--- config.mk ---
export PLATFORM = sky130hd
export DESIGN_NAME = optical_blink_frame_receiver
export DESIGN_NICKNAME = d
export VERILOG_FILES = /design/src/rtl/obfr_pkg.sv /design/src/rtl/obfr_frame_check.sv /design/src/rtl/obfr_core.sv /design/src/rtl/optical_blink_frame_receiver.sv
export SDC_FILE = /design/constraint.sdc
export NUM_CORES = 1
export LEC_CHECK = 0
export BUFFER_PORTS_ARGS = -buffer_cell sky130_fd_sc_hd__buf_2
export CAP_MARGIN = 30
export CORE_AREA = 2 2 126 128
export CTS_CLUSTER_SIZE = 28
export DETAILED_ROUTE_END_ITERATION = 10
export DIE_AREA = 0 0 128 130
export GPL_ROUTABILITY_DRIVEN = 1
export PLACE_DENSITY = 0.79
export SYNTH_ARGS = -nofsm -noshare
export SYNTH_HDL_FRONTEND = slang
export SYNTH_SLANG_ARGS = --single-unit
export TNS_END_PERCENT = 100
--- constraint.sdc ---
create_clock -name i_clk -period 6.2 [get_ports i_clk]
set_input_delay 0.62 -clock i_clk [delete_from_list [all_inputs] [get_ports i_clk]]
set_output_delay 0.62 -clock i_clk [all_outputs]
set_load 0.01 [all_outputs]
--- src/rtl/obfr_pkg.sv ---
// Shared types and constants for the optical blink frame receiver.
package obfr_pkg;

    // Number of bits in one received frame
    localparam int FRAME_BITS = 32;
    localparam int COUNT_W    = 6;

    // Threshold register reset value
    localparam logic [15:0] THRESHOLD_RESET = 16'd65440;

    // Command codes
    localparam logic [1:0] CMD_ACTIVATE = 2'd0;
    localparam logic [1:0] CMD_BUTTON   = 2'd1;
    localparam logic [1:0] CMD_TICK     = 2'd2;

    // Frame header codes
    localparam logic [3:0] HDR_TIME = 4'd1;
    localparam logic [3:0] HDR_DATE = 4'd2;

    // Operating modes
    typedef enum logic [1:0] {
        MODE_DISPLAY = 2'd0,
        MODE_WAIT    = 2'd1,
        MODE_RECORD  = 2'd2,
        MODE_IDLE    = 2'd3
    } t_mode;

    // Frame classification
    typedef enum logic [1:0] {
        KIND_TIME    = 2'd0,
        KIND_DATE    = 2'd1,
        KIND_UNKNOWN = 2'd2,
        KIND_BAD_SUM = 2'd3
    } t_kind;

    // Input transaction payload
    typedef struct packed {
        logic [1:0]  command;
        logic [15:0] sample;
    } t_in_item;

    // Decoded frame content
    typedef struct packed {
        logic [7:0] computed_checksum;
        logic [1:0] frame_kind;
        logic [4:0] hour;
        logic [5:0] minute;
        logic [5:0] second;
        logic [4:0] day;
        logic [3:0] month;
        logic [5:0] year_offset;
    } t_frame_info;

    // Output transaction payload
    typedef struct packed {
        logic [1:0]  mode_now;
        logic [15:0] stored_reading;
        logic        frame_done;
        logic [31:0] frame_word;
        logic [7:0]  computed_checksum;
        logic [1:0]  frame_kind;
        logic [4:0]  hour;
        logic [5:0]  minute;
        logic [5:0]  second;
        logic [4:0]  day;
        logic [3:0]  month;
        logic [5:0]  year_offset;
    } t_out_item;

endpackage

--- src/rtl/obfr_frame_check.sv ---
// Checksum test and header decode of a completed frame.
module obfr_frame_check (
    input  logic                 i_done,
    input  logic [31:0]          i_word,
    output obfr_pkg::t_frame_info o_info
);
    import obfr_pkg::*;

    logic [7:0] w_sum;

    // Sum the upper three bytes modulo 256
    assign w_sum = i_word[31:24] + i_word[23:16] + i_word[15:8];

    // Classify and extract fields; everything stays zero without a frame
    always_comb begin
        o_info = '0;
        if (i_done) begin
            o_info.computed_checksum = w_sum;
            if (w_sum != i_word[7:0]) begin
                o_info.frame_kind = KIND_BAD_SUM;
            end else if (i_word[31:28] == HDR_TIME) begin
                o_info.frame_kind = KIND_TIME;
                o_info.hour       = i_word[15:11];
                o_info.minute     = i_word[21:16];
                o_info.second     = i_word[27:22];
            end else if (i_word[31:28] == HDR_DATE) begin
                o_info.frame_kind  = KIND_DATE;
                o_info.day         = i_word[27:23];
                o_info.month       = i_word[22:19];
                o_info.year_offset = i_word[18:13];
            end else begin
                o_info.frame_kind = KIND_UNKNOWN;
            end
        end
    end

endmodule

--- src/rtl/obfr_core.sv ---
// Mode control, bit shifter and result assembly of the frame receiver.
module obfr_core #(
    parameter int FRAME_BITS = obfr_pkg::FRAME_BITS
) (
    input  logic               i_clk,
    input  logic               i_rst_n,
    input  logic               i_step,
    input  obfr_pkg::t_in_item i_item,
    input  logic [15:0]        i_threshold,
    output obfr_pkg::t_out_item o_result
);
    import obfr_pkg::*;

    t_mode              r_mode,  n_mode;
    logic [31:0]        r_word,  n_word;
    logic [COUNT_W-1:0] r_count, n_count;
    logic [15:0]        r_level, n_level;
    logic               w_done;
    logic               w_one;
    t_frame_info        w_info;

    assign w_one = (i_item.sample < i_threshold);

    // Next state for one transaction
    always_comb begin
        n_mode  = r_mode;
        n_word  = r_word;
        n_count = r_count;
        n_level = r_level;
        w_done  = 1'b0;
        unique case (i_item.command)
            CMD_ACTIVATE: begin
                n_mode = MODE_DISPLAY;
            end
            CMD_BUTTON: begin
                if (r_mode == MODE_DISPLAY || r_mode == MODE_IDLE) begin
                    n_mode = MODE_WAIT;
                end else begin
                    n_mode = MODE_IDLE;
                end
            end
            CMD_TICK: begin
                unique case (r_mode)
                    MODE_DISPLAY: begin
                        n_level = i_item.sample;
                    end
                    MODE_WAIT: begin
                        n_level = i_item.sample;
                        if (w_one) begin
                            n_count = '0;
                            n_word  = '0;
                            n_mode  = MODE_RECORD;
                        end
                    end
                    MODE_RECORD: begin
                        n_level = i_item.sample;
                        n_word  = {r_word[30:0], w_one};
                        n_count = r_count + 1'b1;
                        if (n_count >= COUNT_W'(FRAME_BITS)) begin
                            n_mode = MODE_IDLE;
                            w_done = 1'b1;
                        end
                    end
                    MODE_IDLE: begin
                        // hold everything
                    end
                    default: begin
                    end
                endcase
            end
            default: begin
                // unused command: hold state
            end
        endcase
    end

    // Check the frame as it completes
    obfr_frame_check u_check (
        .i_done (w_done),
        .i_word (n_word),
        .o_info (w_info)
    );

    // Assemble the result from the post-step state
    always_comb begin
        o_result.mode_now          = n_mode;
        o_result.stored_reading    = n_level;
        o_result.frame_done        = w_done;
        o_result.frame_word        = n_word;
        o_result.computed_checksum = w_info.computed_checksum;
        o_result.frame_kind        = w_info.frame_kind;
        o_result.hour              = w_info.hour;
        o_result.minute            = w_info.minute;
        o_result.second            = w_info.second;
        o_result.day               = w_info.day;
        o_result.month             = w_info.month;
        o_result.year_offset       = w_info.year_offset;
    end

    // Advance state on each transaction
    always_ff @(posedge i_clk) begin
        if (!i_rst_n) begin
            r_mode  <= MODE_DISPLAY;
            r_word  <= '0;
            r_count <= '0;
            r_level <= '0;
        end else if (i_step) begin
            r_mode  <= n_mode;
            r_word  <= n_word;
            r_count <= n_count;
            r_level <= n_level;
        end
    end

endmodule

--- src/rtl/optical_blink_frame_receiver.sv ---
// Optical blink frame receiver: registered input and result. Throughput one transaction
// per cycle while the output is not stalled; the state update, 32-bit shift, threshold
// compare and byte-sum check all sit between the input and result registers.
// Synchronous active-low reset returns to display mode with an empty shift
// register and count, last level 0, and threshold 65440; both stages empty.
module optical_blink_frame_receiver #(
    parameter int FRAME_BITS = obfr_pkg::FRAME_BITS
) (
    input  logic                 i_clk,
    input  logic                 i_rst_n,
    input  logic                 i_in_valid,
    input  obfr_pkg::t_in_item   i_in_item,
    output logic                 o_in_stall,
    output logic                 o_out_valid,
    output obfr_pkg::t_out_item  o_out_item,
    input  logic                 i_out_stall,
    input  logic                 i_cfg_valid,
    input  logic [15:0]          i_cfg_data,
    output logic                 o_cfg_ready
);
    import obfr_pkg::*;

    logic        r_in_valid;
    t_in_item    r_in_item;
    logic        r_out_valid;
    t_out_item   r_out_item;
    logic [15:0] r_threshold;
    logic        w_adv_out;
    logic        w_adv_in;
    logic        w_step;
    t_out_item   w_result;

    // Pipeline flow control
    assign w_adv_out  = !r_out_valid || !i_out_stall;
    assign w_adv_in   = !r_in_valid || w_adv_out;
    assign w_step     = r_in_valid && w_adv_out;
    assign o_in_stall = !w_adv_in;
    assign o_cfg_ready = 1'b1;

    assign o_out_valid = r_out_valid;
    assign o_out_item  = r_out_item;

    obfr_core #(
        .FRAME_BITS (FRAME_BITS)
    ) u_core (
        .i_clk       (i_clk),
        .i_rst_n     (i_rst_n),
        .i_step      (w_step),
        .i_item      (r_in_item),
        .i_threshold (r_threshold),
        .o_result    (w_result)
    );

    // Capture input transactions
    always_ff @(posedge i_clk) begin
        if (!i_rst_n) begin
            r_in_valid <= 1'b0;
        end else if (w_adv_in) begin
            r_in_valid <= i_in_valid;
        end
    end

    always_ff @(posedge i_clk) begin
        if (w_adv_in && i_in_valid) begin
            r_in_item <= i_in_item;
        end
    end

    // Hold results until taken
    always_ff @(posedge i_clk) begin
        if (!i_rst_n) begin
            r_out_valid <= 1'b0;
        end else if (w_adv_out) begin
            r_out_valid <= r_in_valid;
        end
    end

    always_ff @(posedge i_clk) begin
        if (w_step) begin
            r_out_item <= w_result;
        end
    end

    // Threshold register
    always_ff @(posedge i_clk) begin
        if (!i_rst_n) begin
            r_threshold <= THRESHOLD_RESET;
        end else if (i_cfg_valid && o_cfg_ready) begin
            r_threshold <= i_cfg_data;
        end
    end

endmodule
# Word level (Yosys, flattened, before mapping)
# Index checks and enable logic that the tools add are counted.
dict set report totals {
  word_cells 72
  reg_bits 185
}
dict set report op_classes {
  add_sub_neg 3
  n_lt_le_gt_ge 2
  bitwise 3
  mux 18
  n_reduce_logical 16
  eq_ne 9
}
# cell count
set op_table {}
lappend op_table {{two-way mux 32 bit} 2}
lappend op_table {{case mux 32 bit (2 select lines)} 1}
lappend op_table {{two-way mux 16 bit} 2}
lappend op_table {{adder 8 bit} 2}
lappend op_table {{< comparator 16 bit} 1}
lappend op_table {{two-way mux 2 bit} 6}
lappend op_table {{case mux 6 bit (2 select lines)} 1}
lappend op_table {{!= test 8 bit} 1}
lappend op_table {{adder 6 x 1 -> 6 bit (second input constant)} 1}
lappend op_table {{equality test 2 bit (second input constant)} 3}
lappend op_table {{>= comparator 6 bit (second input constant)} 1}
lappend op_table {{two-way mux 6 bit} 1}
lappend op_table {{case mux 2 bit (3 select lines)} 1}
lappend op_table {{OR reduction 3 bit} 2}
lappend op_table {{equality test 2 x 1 -> 1 bit (second input constant)} 2}
lappend op_table {{equality test 4 x 1 -> 1 bit (second input constant)} 1}
lappend op_table {{equality test 4 x 2 -> 1 bit (second input constant)} 1}
lappend op_table {{zero test 1 bit} 4}
lappend op_table {{zero test 2 bit} 2}
lappend op_table {{case mux 2 bit (2 select lines)} 1}
lappend op_table {{AND reduction 4 bit} 1}
lappend op_table {{OR reduction 4 bit} 1}
lappend op_table {{logical OR 1 bit} 3}
lappend op_table {{two-way mux 1 bit} 3}
lappend op_table {{other kinds (4)} 7}

# Depth between registers and ports, before layout
dict set report depth {
  depth_word 8
  ltp_mapped 25
  ltp_nobuf 22
}

# By module
# From an unflattened synthesis, not the netlist that was laid out.
dict set report unflattened {
  hier_cells 655
  hier_area_um2 8436.8
}
# mod seq_area_each_um2 cells_each n_inst area_each_um2
set modules_own_cells {}
lappend modules_own_cells {optical_blink_frame_receiver 3693.5 172 1 4013.8}
lappend modules_own_cells {obfr_core 1121.1 335 1 3083.0}
lappend modules_own_cells {obfr_frame_check 0.0 148 1 1340.0}

# Worst setup path before layout
# OpenSTA, ideal clock, no wires.
dict set report synth_path {
  path_type {register -> register}
  from {reg r_in_item[9] (netlist bit)}
  to {reg r_out_item, in the netlist o_out_item[0], data pin}
  setup_ns 0.268
  arrival_time_ns 5.113
  path_buffers 3
  stages_incl_launch_ff 25
  slack_ns 0.819
  period_less_slack_ns 5.381
  path_cell_list {edfxtp_1 > ha_1 > nand3_1 > or3_1 > o41ai_2 > nor3_2 > o21ai_4 > clkbuf_1 > buf_2 > a22oi_1 > fa_1 > inv_1 > ha_1 > inv_1 > fa_1 > nand2b_1 > a21oi_1 > a21o_1 > a21oi_1 > xnor2_1 > xnor2_1 > xnor2_2 > xor2_2 > buf_2 > nor3_1}
}
dict set report synth_via {
  elab_chain_len 8
}
# element line
set synth_rtl {}
lappend synth_rtl {{from (decl)} optical_blink_frame_receiver.sv:24} ;# t_in_item r_in_item;
lappend synth_rtl {{from (signal assigned)} optical_blink_frame_receiver.sv:65} ;# r_in_item <= i_in_item;
lappend synth_rtl {{< comparator 16 bit (*)} obfr_core.sv:22} ;# assign w_one = (i_item.sample < i_threshold);
lappend synth_rtl {{two-way mux 32 bit} obfr_core.sv:49} ;# if (w_one) begin
lappend synth_rtl {{case mux 32 bit (2 select lines) (*)} obfr_core.sv:43} ;# unique case (r_mode)
lappend synth_rtl {{two-way mux 32 bit (*)} obfr_core.sv:31} ;# unique case (i_item.command)
lappend synth_rtl {{adder 8 bit (2 in a row)} obfr_frame_check.sv:12} ;# assign w_sum = i_word[31:24] + i_word[23:16] + i_word[15:8];
lappend synth_rtl {{!= test 8 bit} obfr_frame_check.sv:19} ;# if (w_sum != i_word[7:0]) begin
lappend synth_rtl {{OR reduction 4 bit (no line)} --}
lappend synth_rtl {{to (signal assigned)} optical_blink_frame_receiver.sv:80} ;# r_out_item <= w_result;
lappend synth_rtl {{to (decl)} optical_blink_frame_receiver.sv:26} ;# t_out_item r_out_item;
# Mark *: on every way between the ends. The rest lies on a longest branch, timed or not.
# A chain may end at the register's enable or synchronous reset.

# Final worst setup path
dict set report layout_path {
  from {reg r_in_item[9] (netlist bit)}
  to {reg r_out_item, in the netlist o_out_item[32], data pin}
}
# element line
set layout_lines {}
lappend layout_lines {{< comparator 16 bit} obfr_core.sv:22}
lappend layout_lines {{two-way mux 32 bit} obfr_core.sv:49}
lappend layout_lines {{case mux 32 bit (2 select lines)} obfr_core.sv:43}
lappend layout_lines {{two-way mux 32 bit} obfr_core.sv:31}
lappend layout_lines {{via u_core.n_word[9]} obfr_core.sv:15} ;# logic [31:0] r_word, n_word;
lappend layout_lines {{adder 8 bit} obfr_frame_check.sv:12}
lappend layout_lines {{!= test 8 bit} obfr_frame_check.sv:19}
lappend layout_lines {{two-way mux 2 bit} obfr_frame_check.sv:19}
# The timed path passes the listed nets, and every way through them passes these cells.

==> key figures <==
Routing
  – Via Count: 6133
  – Mean routed wirelength per cell: approximately 17 µm
  – Number of remaining DRC errors: 0
  – Final WL: 18700 µm
  – DR vias/cell: around 5.7
  – Remaining antenna violation count after routing: 0
  – Drt pass-1 iters: 5
  – 1st-iter DRT viols: 513

CTS
  – CTS buffer count: 17
  – Clk buf depth: 2
  – CTS tree: yes
  – Hold buffers post-CTS: 0
  – Reg clk slew, reported paths: 0.07 ns
  – Clock Latency Late Sink: roughly 0.44 ns
  – CTS sink count: ~190
  – H-tree Lvls: 4
  – Clk root buf: clkbuf_16

Job
  – # Max-Cap Violations: 0

Global routing
  – Met1 routing resource usage after global routing: 0.284
  – Number of global-route vias before repair: around 6000
  – Gr usage total: 0.229
  – GR Util met3: 0.0578
  – First-pass GRT wire length: 29600 µm
  – Initial antenna violation count: 1
  – GR met2 Demand/Resource: 0.388
  – Busiest grt layer: met2
  – Largest net degree at the start of global routing: 99
  – Overflow after GRT: 0

Hold path
  – Hold Crit Endpoint: r_in_item[7]$_DFFE_PP_
  – Worst Hold Class: in2reg
  – Worst Hold Depth: 1
  – Min-Delay Startpoint: i_in_item[7]

Floorplan
  – Die Ht: 130 µm
  – Chip Width: 128 µm
  – # IOs: 135
  – # rows: 46
  – DIE AREA: 16600 µm²
  – Area of the core: roughly 15000 µm²
  – Initial core utilization: 0.556

Power and ir drop
  – Clk network pwr share: 0.359
  – Worst vdd ir: ~0.00019 V
  – Leakage Power: 4.22 nW
  – PwrDens: 277 nW/µm²
  – Sw Share: 0.265
  – Reg power frac: 0.502
  – Int Pwr: 0.00204 W
  – Switch Pwr: ~0.00074 W
  – Pwr Total: 0.00278 W
  – Comb pwr share: 0.138

Logic synthesis
  – Syn nets: 821
  – Post-synth EDFFs: 111
  – Top cells by area, synth: edfxtp_1, dfxtp_1, nand2_1
  – Synth Register Bits: 185
  – Cells after Synth: 748
  – Leading area contributor after synthesis: edfxtp_1
  – Post-synth top flop: edfxtp_1
  – Post-synth top area share: 0.389
  – Area of the mapped netlist: 8570 µm²
  – Synth Warn #: 0
  – Post-synth ARST share: 0
  – Syn avg cell area: 11.5 µm²
  – Sequential area share after synthesis: 0.562
  – Synth unique cells: 63

STA
  – Final min period: 5.85 ns
  – Pins over their slew limit: 0
  – Slew margin rel.: 0.373
  – Measured slew at the worst slew-check pin: 0.939 ns
  – Final hold violations: 0
  – F_max: 0.171 GHz
  – Setup violators final: 0
  – TNS Setup: 0 ns
  – Clk_skew: 0.0106 ns
  – Tcrit/Tclk final: 0.943

Final layout
  – Final net count: 948
  – Share of layout cells above drive strength 1: 0.257
  – Final std cells w/o fill: between 1000 and 1500
  – Final instance area: 10000 µm²
  – Commonest cells after routing, fill and taps aside: buf_2, edfxtp_1, nand2_1
  – Fin util: 0.650
  – Most common cell after layout, fill and taps aside: buf_2
  – ANT cells: 0
  – Filler Cell Count: 1176
  – Area growth syn-to-layout: 17.0%

Place
  – Placed cell areas: 9410 µm²
  – Post-DP HPWL: 12400 µm
  – # port buffers: 133
  – Final GP Congestion: 0.910
  – Placed cells: ~1000

Status
  – Status: completed

Worst setup path
  – Worst path slowest cell: fa_1
  – R2R setup slack: 0.35 ns
  – Crit path launch type: register
  – WP data required: 6.38 ns
  – Cell family with most CP delay: compound AO/OA/AOI/OAI gates
  – CP max FO: 7
  – Critical path class: reg2reg
  – CP Cell Sequence: ha_1 -> nand3_1 -> or3_1 -> o41ai_2 -> nor3_4 -> o21ai_4 -> buf_2 -> buf_4 -> a22o_1 -> fa_1 -> ha_1 -> a21o_1 -> a21oi_1 -> o21bai_1 -> a21oi_1 -> xnor2_1 -> o21ai_0 -> a211oi_1 -> o211ai_1 -> buf_4 -> o31a_1
  – CP arrival: 6.03 ns
  – CP max stage delay: 0.45 ns
  – RR Startpoint: r_in_item[9]$_DFFE_PP_
  – Worst R2R End: o_out_item[32]$_SDFFCE_PN0P_
  – Worst Reg-to-Reg Cells: 21
  – WP buf/inv: 3
  – Worst setup EP type: register
[registers in the layout (all words and copies together), names as in the netlist]
name,flops
o_out_item,93
u_core.r_word,32
u_core.r_count,6
r_in_item,18
o_out_valid,1
r_threshold,16
r_in_valid,1
u_core.r_level,16
u_core.r_mode,2
[synth_stat cells, types with 6 or more instances]
library cell  count
a21boi_0         27
a21o_1            7
a21oi_1          20
a22o_1            6
a22oi_1          23
buf_2             7
clkbuf_1         32
dfxtp_1          74
edfxtp_1        111
fa_1              8
ha_1             26
inv_1            62
mux2_2           16
mux2i_1           9
nand2_1         107
nand3_1          23
nor2_1           19
nor2b_1          10
nor3_1           17
nor4_2           15
o211a_1          25
o211ai_1         11
o21a_1            6
o21ai_0           6
xnor2_1           8
[metal layers]
metal  part of all wire  up-vias
li1                   -     2944
met1               0.42     2922
met2               0.49      227
met3              0.058       38
met4              0.027        2
met5            0.00070        -
[logic make-up after synthesis]
logic type,count (synthesis),synth area share
AOI/OAI and AO/OA,165,0.154
xor gates and xnor gates,12,0.0140
adders and majority gates,34,0.0566
buffers and inverters,108,0.0510
DFF,185,0.562
muxes,25,0.0315
other,1,0.000438
and+or+nand+nor,218,0.131
[through the flow]
stage	worst slack, ns	hold WS (ns)
after floorplan	0.819	0.441
after global placement	0.537	0.448
after detailed placement	0.385	0.454
after CTS	0.257	0.341
after global routing	-0.00265	0.337
final	0.352	0.354
[worst max-delay path by stage]
stage | from | to | slack [ns] | depth (start not counted)
after floorplan | r_in_item[9]$_DFFE_PP_ | o_out_item[0]$_SDFFCE_PP0P_ | 0.82 | 24
after global placement | r_in_item[9]$_DFFE_PP_ | o_out_item[28]$_SDFFCE_PP0P_ | 0.54 | 20
after detailed placement | r_in_item[13]$_DFFE_PP_ | o_out_item[17]$_SDFFCE_PP0P_ | 0.38 | 20
after CTS | r_in_item[13]$_DFFE_PP_ | o_out_item[15]$_SDFFCE_PP0P_ | 0.26 | 22
after global routing | r_in_item[9]$_DFFE_PP_ | o_out_item[24]$_SDFFCE_PP0P_ | -0.003 | 22
final | r_in_item[9]$_DFFE_PP_ | o_out_item[32]$_SDFFCE_PN0P_ | 0.35 | 21
[layout make-up]
| class | instances | area, µm² | share of cell area |
|---|---|---|---|
| Sequential cell | 185 | 4810 | 0.480 |
| Multi-Input combinational cell | 455 | 3350 | 0.334 |
| Timing Repair Buffer | 153 | 837 | 0.0835 |
| Clock buffer | 21 | 450 | 0.0449 |
| Inverter | 63 | 241 | 0.0241 |
| Tap cell | 192 | 240 | 0.0240 |
| Clock inverter | 11 | 92.6 | 0.00923 |
[power by group through the flow]
stage	Clock, W	Combinational (W)	Sequential [W]
2_1_floorplan	0	0.000240	0.00144
3_3_place_gp	0	0.000364	0.00142
3_5_place_dp	0	0.000369	0.00142
4_1_cts	0.00101	0.000372	0.00140
5_1_grt	0.00106	0.000424	0.00140
6_report	0.000998	0.000384	0.00140
[worst register-to-register path: cells and delay by family (launching register included)]
kind | cells | cell delay, ns
AO/OA/AOI/OAI | 11 | 2.71
XOR/XNOR | 1 | 0.25
adder cells (fa/ha/maj) | 3 | 1.00
buffers and inverters | 3 | 0.59
flip-flops | 1 | 0.40
AND/OR/NAND/NOR | 3 | 0.64
[timing repair]
action	CTS	global route
setup endpoints to repair	0	34
setup buffers	0	5
gates resized for setup	0	4
Power figures use the tool's default switching activity.
